===== src/design/spio_pkg.sv =====
// shared types and constants of the single-point information object parser
package spio_pkg;

  localparam int unsigned DATA_W  = 8;
  localparam int unsigned COUNT_W = 7;
  localparam int unsigned ADDR_W  = 24;
  localparam int unsigned ALEN_W  = 2;

  // address length after reset, in bytes
  localparam logic [ALEN_W-1:0] ALEN_RESET = 2'd2;

  // positions of the quality flags inside the quality byte
  localparam int unsigned SPI_BIT = 0;
  localparam int unsigned BL_BIT  = 4;
  localparam int unsigned SB_BIT  = 5;
  localparam int unsigned NT_BIT  = 6;
  localparam int unsigned IV_BIT  = 7;

  // byte position of the address byte being collected
  typedef enum logic [ALEN_W-1:0] {
    ABYTE_LOW  = 2'd0,
    ABYTE_MID  = 2'd1,
    ABYTE_HIGH = 2'd2,
    ABYTE_OVER = 2'd3
  } abyte_t;

  // one body byte as taken from the input channel
  typedef struct packed {
    logic [DATA_W-1:0]  data_byte;
    logic               first_byte;
    logic               sequence_mode;
    logic [COUNT_W-1:0] object_count;
  } in_item_t;

  // one decoded information object
  typedef struct packed {
    logic [ADDR_W-1:0] object_address;
    logic [DATA_W-1:0] quality_byte;
    logic              point_state;
    logic              blocked;
    logic              substituted;
    logic              not_topical;
    logic              invalid;
    logic              last_object;
  } result_t;

endpackage


===== src/design/spio_in_if.sv =====
// input channel of the parser: one body byte per request
interface spio_in_if;
  import spio_pkg::*;

  logic               valid;
  logic               ready;
  logic [DATA_W-1:0]  data_byte;
  logic               first_byte;
  logic               sequence_mode;
  logic [COUNT_W-1:0] object_count;

  modport source (
    output valid, data_byte, first_byte, sequence_mode, object_count,
    input  ready
  );

  modport sink (
    input  valid, data_byte, first_byte, sequence_mode, object_count,
    output ready
  );
endinterface


===== src/design/spio_out_if.sv =====
// result channel of the parser: one information object per request
interface spio_out_if;
  import spio_pkg::*;

  logic              valid;
  logic              ready;
  logic [ADDR_W-1:0] object_address;
  logic [DATA_W-1:0] quality_byte;
  logic              point_state;
  logic              blocked;
  logic              substituted;
  logic              not_topical;
  logic              invalid;
  logic              last_object;

  modport source (
    output valid, object_address, quality_byte, point_state, blocked,
           substituted, not_topical, invalid, last_object,
    input  ready
  );

  modport sink (
    input  valid, object_address, quality_byte, point_state, blocked,
           substituted, not_topical, invalid, last_object,
    output ready
  );
endinterface


===== src/design/spio_in_stage.sv =====
// input register: holds one body byte until the parser consumes it
module spio_in_stage
  import spio_pkg::*;
(
  input  logic     clk,
  input  logic     rst_n,
  spio_in_if.sink  in_ch,
  input  logic     item_take,
  output logic     item_valid,
  output in_item_t item
);

  logic     valid_r, valid_nxt;
  in_item_t item_r;
  logic     load;

  // accept whenever the register is empty or drains this cycle
  assign in_ch.ready = !valid_r || item_take;
  assign load        = in_ch.valid && in_ch.ready;

  always_comb begin
    valid_nxt = valid_r;
    if (load) begin
      valid_nxt = 1'b1;
    end else if (item_take) begin
      valid_nxt = 1'b0;
    end
  end

  always_ff @(posedge clk) begin
    if (!rst_n) begin
      valid_r <= 1'b0;
    end else begin
      valid_r <= valid_nxt;
    end
  end

  // payload needs no reset
  always_ff @(posedge clk) begin
    if (load) begin
      item_r.data_byte     <= in_ch.data_byte;
      item_r.first_byte    <= in_ch.first_byte;
      item_r.sequence_mode <= in_ch.sequence_mode;
      item_r.object_count  <= in_ch.object_count;
    end
  end

  assign item_valid = valid_r;
  assign item       = item_r;

endmodule


===== src/design/spio_parse.sv =====
// parser state and per-byte decode of the information object body
module spio_parse
  import spio_pkg::*;
(
  input  logic              clk,
  input  logic              rst_n,
  input  logic [ALEN_W-1:0] address_length,
  input  logic              item_valid,
  input  in_item_t          item,
  input  logic              out_free,
  output logic              item_take,
  output logic              res_valid,
  output result_t           res
);

  logic [ADDR_W-1:0]  acc_r, acc_nxt;
  abyte_t             cnt_r, cnt_nxt;
  logic [COUNT_W-1:0] rem_r, rem_nxt;
  logic [COUNT_W-1:0] idx_r, idx_nxt;
  logic               seq_r, seq_nxt;
  logic               expq_r, expq_nxt;

  // values after a possible restart on the first byte
  logic [ADDR_W-1:0]  acc_s;
  abyte_t             cnt_s;
  logic [COUNT_W-1:0] rem_s;
  logic [COUNT_W-1:0] idx_s;
  logic               seq_s;
  logic               expq_s;

  logic [ALEN_W-1:0]  len_eff;
  logic [ALEN_W-1:0]  cnt_inc;
  logic [ADDR_W-1:0]  acc_or;
  logic [ADDR_W-1:0]  addr;
  logic [COUNT_W-1:0] rem_dec;

  // a byte is consumed when the result register can take its result
  assign item_take = item_valid && out_free;

  // restart on the first body byte
  always_comb begin
    if (item.first_byte) begin
      seq_s  = item.sequence_mode;
      rem_s  = item.object_count;
      idx_s  = '0;
      acc_s  = '0;
      cnt_s  = ABYTE_LOW;
      expq_s = 1'b0;
    end else begin
      seq_s  = seq_r;
      rem_s  = rem_r;
      idx_s  = idx_r;
      acc_s  = acc_r;
      cnt_s  = cnt_r;
      expq_s = expq_r;
    end
  end

  // little-endian address assembly
  always_comb begin
    unique case (cnt_s)
      ABYTE_LOW:  acc_or = acc_s | {16'd0, item.data_byte};
      ABYTE_MID:  acc_or = acc_s | {8'd0, item.data_byte, 8'd0};
      ABYTE_HIGH: acc_or = acc_s | {item.data_byte, 16'd0};
      default:    acc_or = acc_s;
    endcase
  end

  assign len_eff = (address_length == '0) ? ALEN_W'(1) : address_length;
  assign cnt_inc = ALEN_W'(cnt_s) + ALEN_W'(1);
  assign rem_dec = rem_s - COUNT_W'(1);
  assign addr    = seq_s ? (acc_s + {{(ADDR_W-COUNT_W){1'b0}}, idx_s}) : acc_s;

  // next state and result
  always_comb begin
    seq_nxt   = seq_s;
    rem_nxt   = rem_s;
    idx_nxt   = idx_s;
    acc_nxt   = acc_s;
    cnt_nxt   = cnt_s;
    expq_nxt  = expq_s;
    res_valid = 1'b0;
    if (rem_s == '0) begin
      res_valid = 1'b0;
    end else if (!expq_s) begin
      acc_nxt = acc_or;
      if (cnt_inc >= len_eff) begin
        cnt_nxt  = ABYTE_LOW;
        expq_nxt = 1'b1;
      end else begin
        cnt_nxt = abyte_t'(cnt_inc);
      end
    end else begin
      res_valid = 1'b1;
      rem_nxt   = rem_dec;
      idx_nxt   = idx_s + COUNT_W'(1);
      if (!seq_s) begin
        acc_nxt  = '0;
        expq_nxt = 1'b0;
      end
    end
  end

  // decoded result: object address, quality byte and flags, last-object mark
  always_comb begin
    res.object_address = addr;
    res.quality_byte   = item.data_byte;
    res.point_state    = item.data_byte[SPI_BIT];
    res.blocked        = item.data_byte[BL_BIT];
    res.substituted    = item.data_byte[SB_BIT];
    res.not_topical    = item.data_byte[NT_BIT];
    res.invalid        = item.data_byte[IV_BIT];
    res.last_object    = (rem_dec == '0);
  end

  always_ff @(posedge clk) begin
    if (!rst_n) begin
      acc_r  <= '0;
      cnt_r  <= ABYTE_LOW;
      rem_r  <= '0;
      idx_r  <= '0;
      seq_r  <= 1'b0;
      expq_r <= 1'b0;
    end else if (item_take) begin
      acc_r  <= acc_nxt;
      cnt_r  <= cnt_nxt;
      rem_r  <= rem_nxt;
      idx_r  <= idx_nxt;
      seq_r  <= seq_nxt;
      expq_r <= expq_nxt;
    end
  end

  // the byte position never rests past the top address byte
  a_cnt_range: assert property (@(posedge clk) disable iff (!rst_n)
    cnt_r != ABYTE_OVER)
    else $error("address byte position out of range");

  // each object of a running body uses up one from the count
  a_rem_dec: assert property (@(posedge clk) disable iff (!rst_n)
    item_take && res_valid && !item.first_byte
    |=> rem_r == COUNT_W'($past(rem_r) - COUNT_W'(1)))
    else $error("object count not decremented");

  // after the last object nothing further is left
  a_last_empty: assert property (@(posedge clk) disable iff (!rst_n)
    item_take && res_valid && res.last_object |=> rem_r == '0)
    else $error("objects left after last object");

  // a separate-address object restarts address collection
  a_sep_restart: assert property (@(posedge clk) disable iff (!rst_n)
    item_take && res_valid && !seq_s |=> !expq_r && acc_r == '0)
    else $error("address collection not restarted");

endmodule


===== src/design/spio_out_stage.sv =====
// result register: holds one decoded object until the receiver takes it
module spio_out_stage
  import spio_pkg::*;
(
  input  logic     clk,
  input  logic     rst_n,
  input  logic     res_load,
  input  result_t  res,
  output logic     out_free,
  spio_out_if.source out_ch
);

  logic    valid_r, valid_nxt;
  result_t res_r;

  // free when empty or emptied this cycle
  assign out_free = !valid_r || out_ch.ready;

  always_comb begin
    valid_nxt = valid_r;
    if (res_load) begin
      valid_nxt = 1'b1;
    end else if (out_ch.ready) begin
      valid_nxt = 1'b0;
    end
  end

  always_ff @(posedge clk) begin
    if (!rst_n) begin
      valid_r <= 1'b0;
    end else begin
      valid_r <= valid_nxt;
    end
  end

  always_ff @(posedge clk) begin
    if (res_load) begin
      res_r <= res;
    end
  end

  // drive the result channel
  assign out_ch.valid          = valid_r;
  assign out_ch.object_address = res_r.object_address;
  assign out_ch.quality_byte   = res_r.quality_byte;
  assign out_ch.point_state    = res_r.point_state;
  assign out_ch.blocked        = res_r.blocked;
  assign out_ch.substituted    = res_r.substituted;
  assign out_ch.not_topical    = res_r.not_topical;
  assign out_ch.invalid        = res_r.invalid;
  assign out_ch.last_object    = res_r.last_object;

endmodule


===== src/design/single_point_info_object_parser_top.sv =====
// top level of the single-point information object parser
//
// in_ch carries the information object body one byte per request; the
// request flagged first_byte restarts the parser and samples the sequence
// flag and the object count. out_ch carries one request per quality byte:
// object address, raw quality byte, decoded flags and a last-object mark.
// Address bytes, bytes of an empty body and bytes after the last object
// give no output request. cfg_we/cfg_wdata set the address length (1..3
// bytes, 0 acts as 1); write it only while the parser is idle.
// A byte accepted into the input register is decoded and, once the result
// register is free, loaded there to drive out_ch. Throughput: one byte per
// cycle unless out_ch stalls, set by the input -> decode -> result path.
// Reset (rst_n low, synchronous) empties both registers, clears the parser
// state and sets the address length to 2. While out_ch is stalled the held
// result stays put; one more byte may wait in the input register, and
// in_ch.ready drops once both are full.
module single_point_info_object_parser_top
  import spio_pkg::*;
(
  input  logic              clk,
  input  logic              rst_n,
  spio_in_if.sink           in_ch,
  spio_out_if.source        out_ch,
  input  logic              cfg_we,
  input  logic [ALEN_W-1:0] cfg_wdata
);

  logic [ALEN_W-1:0] alen_r;
  logic              item_valid;
  logic              item_take;
  in_item_t          item;
  logic              out_free;
  logic              res_valid;
  result_t           res;

  // address length register
  always_ff @(posedge clk) begin
    if (!rst_n) begin
      alen_r <= ALEN_RESET;
    end else if (cfg_we) begin
      alen_r <= cfg_wdata;
    end
  end

  spio_in_stage u_in_stage (
    .clk        (clk),
    .rst_n      (rst_n),
    .in_ch      (in_ch),
    .item_take  (item_take),
    .item_valid (item_valid),
    .item       (item)
  );

  spio_parse u_parse (
    .clk            (clk),
    .rst_n          (rst_n),
    .address_length (alen_r),
    .item_valid     (item_valid),
    .item           (item),
    .out_free       (out_free),
    .item_take      (item_take),
    .res_valid      (res_valid),
    .res            (res)
  );

  spio_out_stage u_out_stage (
    .clk      (clk),
    .rst_n    (rst_n),
    .res_load (item_take && res_valid),
    .res      (res),
    .out_free (out_free),
    .out_ch   (out_ch)
  );

endmodule

===== src/flat_wrapper.sv =====
// flat-port wrapper written by rule: the top's interface ports become plain ports
module single_point_info_object_parser_top_flat import spio_pkg::*;
  (clk, rst_n, cfg_we, cfg_wdata, in_ch_valid, in_ch_data_byte, in_ch_first_byte, in_ch_sequence_mode, in_ch_object_count, in_ch_ready, out_ch_valid, out_ch_object_address, out_ch_quality_byte, out_ch_point_state, out_ch_blocked, out_ch_substituted, out_ch_not_topical, out_ch_invalid, out_ch_last_object, out_ch_ready);
  spio_in_if in_ch_i ();
  spio_out_if out_ch_i ();
  input  logic clk;
  input  logic rst_n;
  input  logic cfg_we;
  input  logic [ALEN_W-1:0] cfg_wdata;
  input wire logic [$bits(in_ch_i.valid)-1:0] in_ch_valid;
  input wire logic [$bits(in_ch_i.data_byte)-1:0] in_ch_data_byte;
  input wire logic [$bits(in_ch_i.first_byte)-1:0] in_ch_first_byte;
  input wire logic [$bits(in_ch_i.sequence_mode)-1:0] in_ch_sequence_mode;
  input wire logic [$bits(in_ch_i.object_count)-1:0] in_ch_object_count;
  output wire logic [$bits(in_ch_i.ready)-1:0] in_ch_ready;
  output wire logic [$bits(out_ch_i.valid)-1:0] out_ch_valid;
  output wire logic [$bits(out_ch_i.object_address)-1:0] out_ch_object_address;
  output wire logic [$bits(out_ch_i.quality_byte)-1:0] out_ch_quality_byte;
  output wire logic [$bits(out_ch_i.point_state)-1:0] out_ch_point_state;
  output wire logic [$bits(out_ch_i.blocked)-1:0] out_ch_blocked;
  output wire logic [$bits(out_ch_i.substituted)-1:0] out_ch_substituted;
  output wire logic [$bits(out_ch_i.not_topical)-1:0] out_ch_not_topical;
  output wire logic [$bits(out_ch_i.invalid)-1:0] out_ch_invalid;
  output wire logic [$bits(out_ch_i.last_object)-1:0] out_ch_last_object;
  input wire logic [$bits(out_ch_i.ready)-1:0] out_ch_ready;
  assign in_ch_i.valid = in_ch_valid;
  assign in_ch_i.data_byte = in_ch_data_byte;
  assign in_ch_i.first_byte = in_ch_first_byte;
  assign in_ch_i.sequence_mode = in_ch_sequence_mode;
  assign in_ch_i.object_count = in_ch_object_count;
  assign in_ch_ready = in_ch_i.ready;
  assign out_ch_valid = out_ch_i.valid;
  assign out_ch_object_address = out_ch_i.object_address;
  assign out_ch_quality_byte = out_ch_i.quality_byte;
  assign out_ch_point_state = out_ch_i.point_state;
  assign out_ch_blocked = out_ch_i.blocked;
  assign out_ch_substituted = out_ch_i.substituted;
  assign out_ch_not_topical = out_ch_i.not_topical;
  assign out_ch_invalid = out_ch_i.invalid;
  assign out_ch_last_object = out_ch_i.last_object;
  assign out_ch_i.ready = out_ch_ready;
  single_point_info_object_parser_top u_core (.clk(clk), .rst_n(rst_n), .in_ch(in_ch_i), .out_ch(out_ch_i), .cfg_we(cfg_we), .cfg_wdata(cfg_wdata));
endmodule

===== config.mk =====
export PLATFORM = sky130hd
export DESIGN_NAME = single_point_info_object_parser_top_flat
export DESIGN_NICKNAME = d
export VERILOG_FILES = /design/src/design/spio_pkg.sv /design/src/design/spio_in_if.sv /design/src/design/spio_out_if.sv /design/src/design/spio_in_stage.sv /design/src/design/spio_parse.sv /design/src/design/spio_out_stage.sv /design/src/design/single_point_info_object_parser_top.sv /design/src/flat_wrapper.sv
export SDC_FILE = /design/constraint.sdc
export NUM_CORES = 1
export LEC_CHECK = 0
export ABC_AREA = 1
export BUFFER_PORTS_ARGS = -buffer_cell sky130_fd_sc_hd__buf_2
export CORE_MARGIN = 4
export CORE_UTILIZATION = 40
export DETAILED_ROUTE_END_ITERATION = 16
export GPL_TIMING_DRIVEN = 0
export SLEW_MARGIN = 40
export SYNTH_ARGS = -nofsm -noshare
export SYNTH_HDL_FRONTEND = slang
export SYNTH_HIERARCHICAL = 1
export SYNTH_SLANG_ARGS = --single-unit

===== constraint.sdc =====
create_clock -name clk -period 3.1 [get_ports clk]
set_input_delay 0.155 -clock clk [delete_from_list [all_inputs] [get_ports clk]]
set_output_delay 0.155 -clock clk [all_outputs]
set_load 0.02 [all_outputs]

Word level (Yosys, flattened, before mapping)
Index checks and enable logic that the tools add are counted.
{ "op_classes": {"n_addsub": 4, "multipliers": 0, "div": 0, "order_cmp": 1, "n_eq_ne": 2, "shift": 0, "n_mux": 29, "n_bitwise": 3, "n_reduce_logical": 13} }
{ "ops": {"columns": ["cell", "count"], "rows": [
  ["two-way mux 24 bit", 5],
  ["one-hot mux 24 bit (3 select lines)", 1],
  ["two-way mux 7 bit", 6],
  ["adder 24 x 7 -> 24 bit", 1],
  ["OR 24 x 16 -> 24 bit", 1],
  ["OR 24 bit", 1],
  ["OR 24 x 8 -> 24 bit", 1],
  ["zero test 7 bit", 2],
  ["two-way mux 1 bit", 12],
  ["two-way mux 2 bit", 5],
  ["adder 7 x 1 -> 7 bit (second input constant)", 1],
  ["subtractor 7 x 1 -> 7 bit (second input constant)", 1],
  ["zero test 2 bit", 2],
  ["nonzero test 2 bit", 2],
  ["logical AND 1 bit", 3],
  ["adder 2 x 1 -> 2 bit (second input constant)", 1],
  ["equality test 2 x 1 -> 1 bit (second input constant)", 1],
  ["equality test 2 bit (second input constant)", 1],
  ["greater-or-equal comparator 2 bit", 1],
  ["zero test 1 bit", 2],
  ["logical OR 1 bit", 2]
]} }
{ "word_totals": {"reg_bits": 101, "latchBits": 0, "ram_bits": 0, "romBits": 0, "input_bits": 24, "word_cells": 73, "n_memories": 0} }

Longest topological paths before layout
{ "logic_depth": {"word_depth": 6, "depth_mapped": 18} }

Cells and area by module
The synthesis kept the hierarchy.
{ "modules_own_cells": {"columns": ["mod", "instances", "cells_each", "area_per_inst_um2"], "rows": [
  ["spio_parse", 1, 719, 4136.5],
  ["spio_out_stage", 1, 44, 1187.4],
  ["spio_in_stage", 1, 24, 561.8],
  ["single_point_info_object_parser_top", 1, 13, 82.6]
]} }

Least setup slack after synthesis
OpenSTA, ideal clock, no wires.
{ "synth_timing": {"path_kind": "reg-to-reg", "startpoint": "reg u_core.u_in_stage.item_r, in the netlist u_core/u_in_stage/item[8]", "endpoint": "reg u_core.u_out_stage.res_r, in the netlist u_core/u_out_stage/out_ch.blocked (enable)", "setup_ps": 393, "t_arrival_ps": 2300, "path_slack_ps": 407, "path_stages_with_launch": 14, "cell_sequence": "edfxtp_1 -> buf_6 -> buf_6 -> nand2_1 -> nand2_1 -> inv_1 -> ha_1 -> inv_1 -> nor3_2 -> nand2_2 -> nand2_1 -> inv_2 -> nand2_1 -> inv_1"} }
{ "synth_between": {"elab_chain_cells": 4} }
{ "synth_lines": {"columns": ["element", "line_no", "rtl"], "rows": [
  ["start, declared", "spio_in_stage.sv:14", "in_item_t item_r;"],
  ["two-way mux 7 bit / two-way mux 1 bit (equally long branches)", "spio_parse.sv:42", "if (item.first_byte) begin"],
  ["zero test 7 bit / two-way mux 1 bit (equally long branches)", "spio_parse.sv:83, spio_parse.sv:85", null],
  ["two-way mux 1 bit *", "spio_parse.sv:83", "if (rem_s == '0) begin"],
  ["named net u_core.res_valid", "single_point_info_object_parser_top.sv:33", "logic res_valid;"],
  ["logical AND 1 bit *", "single_point_info_object_parser_top.sv:69", ".res_load (item_take && res_valid),"],
  ["end signal, assigned", "spio_out_stage.sv:38", "res_r <= res;"],
  ["end, declared", "spio_out_stage.sv:14", "result_t res_r;"]
]} }
The timed path passes the listed nets; every way through them passes the cells marked *.
A chain may end at the register's enable or synchronous reset.

Worst setup path after layout
{ "layout_timing": {"startpoint": "reg u_core.u_in_stage.valid_r (netlist: u_core/u_in_stage/item_valid)", "endpoint": "reg u_core.u_out_stage.res_r, in the netlist u_core/u_out_stage/out_ch.object_address[15] (enable)"} }
{ "layout_between": {"elab_chain_cells": 2} }
{ "layout_lines": {"columns": ["element", "line_no", "rtl"], "rows": [
  ["start, declared", "spio_in_stage.sv:13", "logic valid_r, valid_nxt;"],
  ["start signal, assigned", "spio_in_stage.sv:34", "valid_r <= valid_nxt;"],
  ["logical AND 1 bit", "spio_parse.sv:38", "assign item_take = item_valid && out_free;"],
  ["named net u_core.item_take", "single_point_info_object_parser_top.sv:30", "logic item_take;"],
  ["logical AND 1 bit", "single_point_info_object_parser_top.sv:69", null]
]} }
The timed path passes the listed nets, and every way through them passes these cells.

==> metrics.txt <==
count leader, synth nand2_1; non-filler cells, final 1080; ys async rst share 0; antenna violations before repair 0; fin area 7018 sq um; Placer Congestion 0.8663; post-synthesis cell area approximately 6000 sq um; critical path type reg -> reg; outcome complete, no violations; CTS tree built; worst-margin pin slew 687.2 ps; row cnt 44; reg2reg end u_core/u_out_stage/out_ch.object_address[15]; Setup TNS Final 0 ps; peak supply drop around 250 uV; post-route clock period utilization 0.9370; placed instance count 1047; post-route ant nets 0; Die H 130.2 microns; synth cell count leaders 224 x nand2_1, 119 x inv_1, 57 x nor2_1; Synth top area share 0.2767; Ant. Diodes 0; fin crit period just under 3000 ps; Layout Nets slightly above 900; DIE WIDTH between 100 and 150 microns; H-tree Lvls 3; DP HPWL 11.98 mm; Core Box Area 14590 sq um; worst hold endpoint u_core/alen_r[1]; drt drc 0; reg-to-reg startpoint u_core/u_in_stage/item_valid; Worst Path Max Fanout 39; Post-Synthesis Cells 800; clk slew on worst S/H paths 70 ps; power density cells 460.1 nW/um^2; top cell type by total area after synthesis edfxtp_1; slew margin rel. 0.5419; Post-CTS Setup Inserts 0; largest net degree at the start of global routing 40; Setup crit end kind register; number of synthesized flops with an enable pin 55; Vias about 5400; final wirelength 16.36 mm; CTS Root Cell clkbuf_16; Peak Freq ~340 MHz; Yosys reg bits slightly above 100; Initial Util 0.4091; hold path depth 3; clk_lat worst skew approximately 360 ps; sequential fraction of the synthesis area 0.4310; Final Power 3.229 mW; leakage power 3.235 nW; first-pass GRT wire length around 27 mm; fin. max-slew vios 0; Reg2Reg Depth 6; fillers around 1400; vias in the first global route around 5100; DR iter-0 viols roughly 520; syn avg cell area 7.460 sq um; die area roughly 17000 sq um; Critical Path RT slightly above 3000 ps; clk sinks 101; HP Start cfg_wdata[1]; YS warnings 6; top post-synthesis cells by area edfxtp_1 28%, dfxtp_1 15%, nand2_1 14%, inv_1 7.5%, nand3_1 4.4%; routed length per placed instance 15.15 microns; main flop type after synthesis edfxtp_1; CTS max path bufs 2; Hold Path Class in -> reg; Synth-to-Final Area Change 17.59%; CTS Buf Count 9; final hold slack 12.26 ps; GRT overflow 0; DP Area roughly 6500 sq um; share of layout cells above drive strength 1 0.1730; Distinct cells, synth 42; Clock Skew 8.477 ps; max_cap viols 0; # IOs 64; final setup vio count 0; Tot GR Track Use 0.2038; critical path launch point type register; FF-to-FF setup slack between 150 and 200 ps; number of detailed-route iterations in the first pass 5; Worst EP arrival 2900 ps; Fin. Hold Viols 0; routed vias/inst 5.023; IO Port Bufs 63; Post-Syn Nets 836
[cell usage in the layout (no fill, tap or decap), types with 2 or more instances in the layout]
cell type      count
dlygate4sd3_1     17
buf_2             68
a21oi_1           44
o21ai_0           52
a21oi_2            4
a31oi_1            2
nor2_4             5
nor2_2             5
bufinv_16          2
nor4_1             2
or2_2              2
inv_1            118
clkbuf_16          9
nor3_2             6
buf_4             15
o22ai_1            3
nand3_2            5
nand3_1           52
nand2_2           10
ha_1              12
xor2_1             9
edfxtp_1          55
nand4_1           14
dfxtp_1           46
nand3b_1           2
inv_2              6
buf_1              2
nor2_1            57
o21ai_2            4
clkbuf_1           8
o211ai_1           2
nor3_1            11
buf_6              5
nand2_1          224
inv_4              2
clkinv_1           4
[worst max path at each step]
stage                                     from  cells after the start                                            to
2_1_floorplan        u_core/u_in_stage/item[8]                     13             u_core/u_out_stage/out_ch.blocked
6_report          u_core/u_in_stage/item_valid                      6  u_core/u_out_stage/out_ch.object_address[15]
3_3_place_gp   u_core/u_out_stage/out_ch.valid                      7                    u_core/u_in_stage/item[15]
4_1_cts              u_core/u_in_stage/item[8]                     15  u_core/u_out_stage/out_ch.object_address[12]
3_5_place_dp         u_core/u_in_stage/item[8]                     15  u_core/u_out_stage/out_ch.object_address[12]
5_1_grt              u_core/u_in_stage/item[8]                     15  u_core/u_out_stage/out_ch.object_address[12]
[repair_timing]
action | 4_1_cts | 5_1_grt
endpoints found under the setup margin | 0 | 11
gates resized for setup | 0 | 2
endpoints found under the hold margin | 17 | 0
hold buffers | 17 | 0
[per-stage QoR]
step / setup WS [ps] / utilization
after floorplan: 406.8 / -
after global placement: -493.6 / 0.4465
after detailed placement: 134.1 / 0.4474
after CTS: 130.6 / 0.4806
after global routing: -0.2212 / 0.4810
final: 195.4 / 0.4810
[area by class of cell]
class	instances	area [sq um]	area share
clock buffer	9	225.2	0.03209
inverter	127	481.7	0.06864
clock inverter	7	88.84	0.01266
timing repair buffer	80	485.5	0.06917
tap	184	230.2	0.03280
sequential	101	2572	0.3666
buffer	36	246.5	0.03512
multi-input combinational	536	2688	0.3830
[registers in the layout (all words and copies together) (netlist names), 2 cells and up]
register and cells:
u_core/alen_r 2, u_core/u_in_stage/item 17, u_core/u_out_stage/out_ch.object_address 24, u_core/u_out_stage/out_ch.quality_byte 8, u_core/u_parse/acc_r 24, u_core/u_parse/cnt_r 2
u_core/u_parse/idx_r 7, u_core/u_parse/rem_r 7
[layer usage]
metal | share of wire | global-route usage | up-vias
li1 | - | - | 2750
met1 | 0.46 | 0.2852 | 2454
met2 | 0.45 | 0.3229 | 199
met3 | 0.068 | 0.03357 | 22
met4 | 0.021 | 0.06418 | 0
met5 | 0 | 0 | -
[critical path, cell delays in order, from the launching register on]
cell      delay (ps)
dfxtp_1          410
nand2_1          210
inv_1            130
clkbuf_1         520
buf_1            600
nand2_1          200
inv_4            430
[power by group]
| group | internal [mW] | switching [mW] | total [mW] |
|---|---|---|---|
| Sequential | 1.47 | 0.0415 | 1.52 |
| Clock | 0.704 | 0.512 | 1.22 |
| Combinational | 0.170 | 0.327 | 0.497 |
| Total | 2.35 | 0.881 | 3.23 |
[logic make-up after synthesis]
family | synth area share
AO/OA/AOI/OAI | 0.1080
AND/OR/NAND/NOR | 0.3000
flip-flops | 0.4310
buffers and inverters | 0.1212
XOR/XNOR | 0.01468
adder cells (fa/ha/maj) | 0.02516
(Power assumes the default switching activity.)
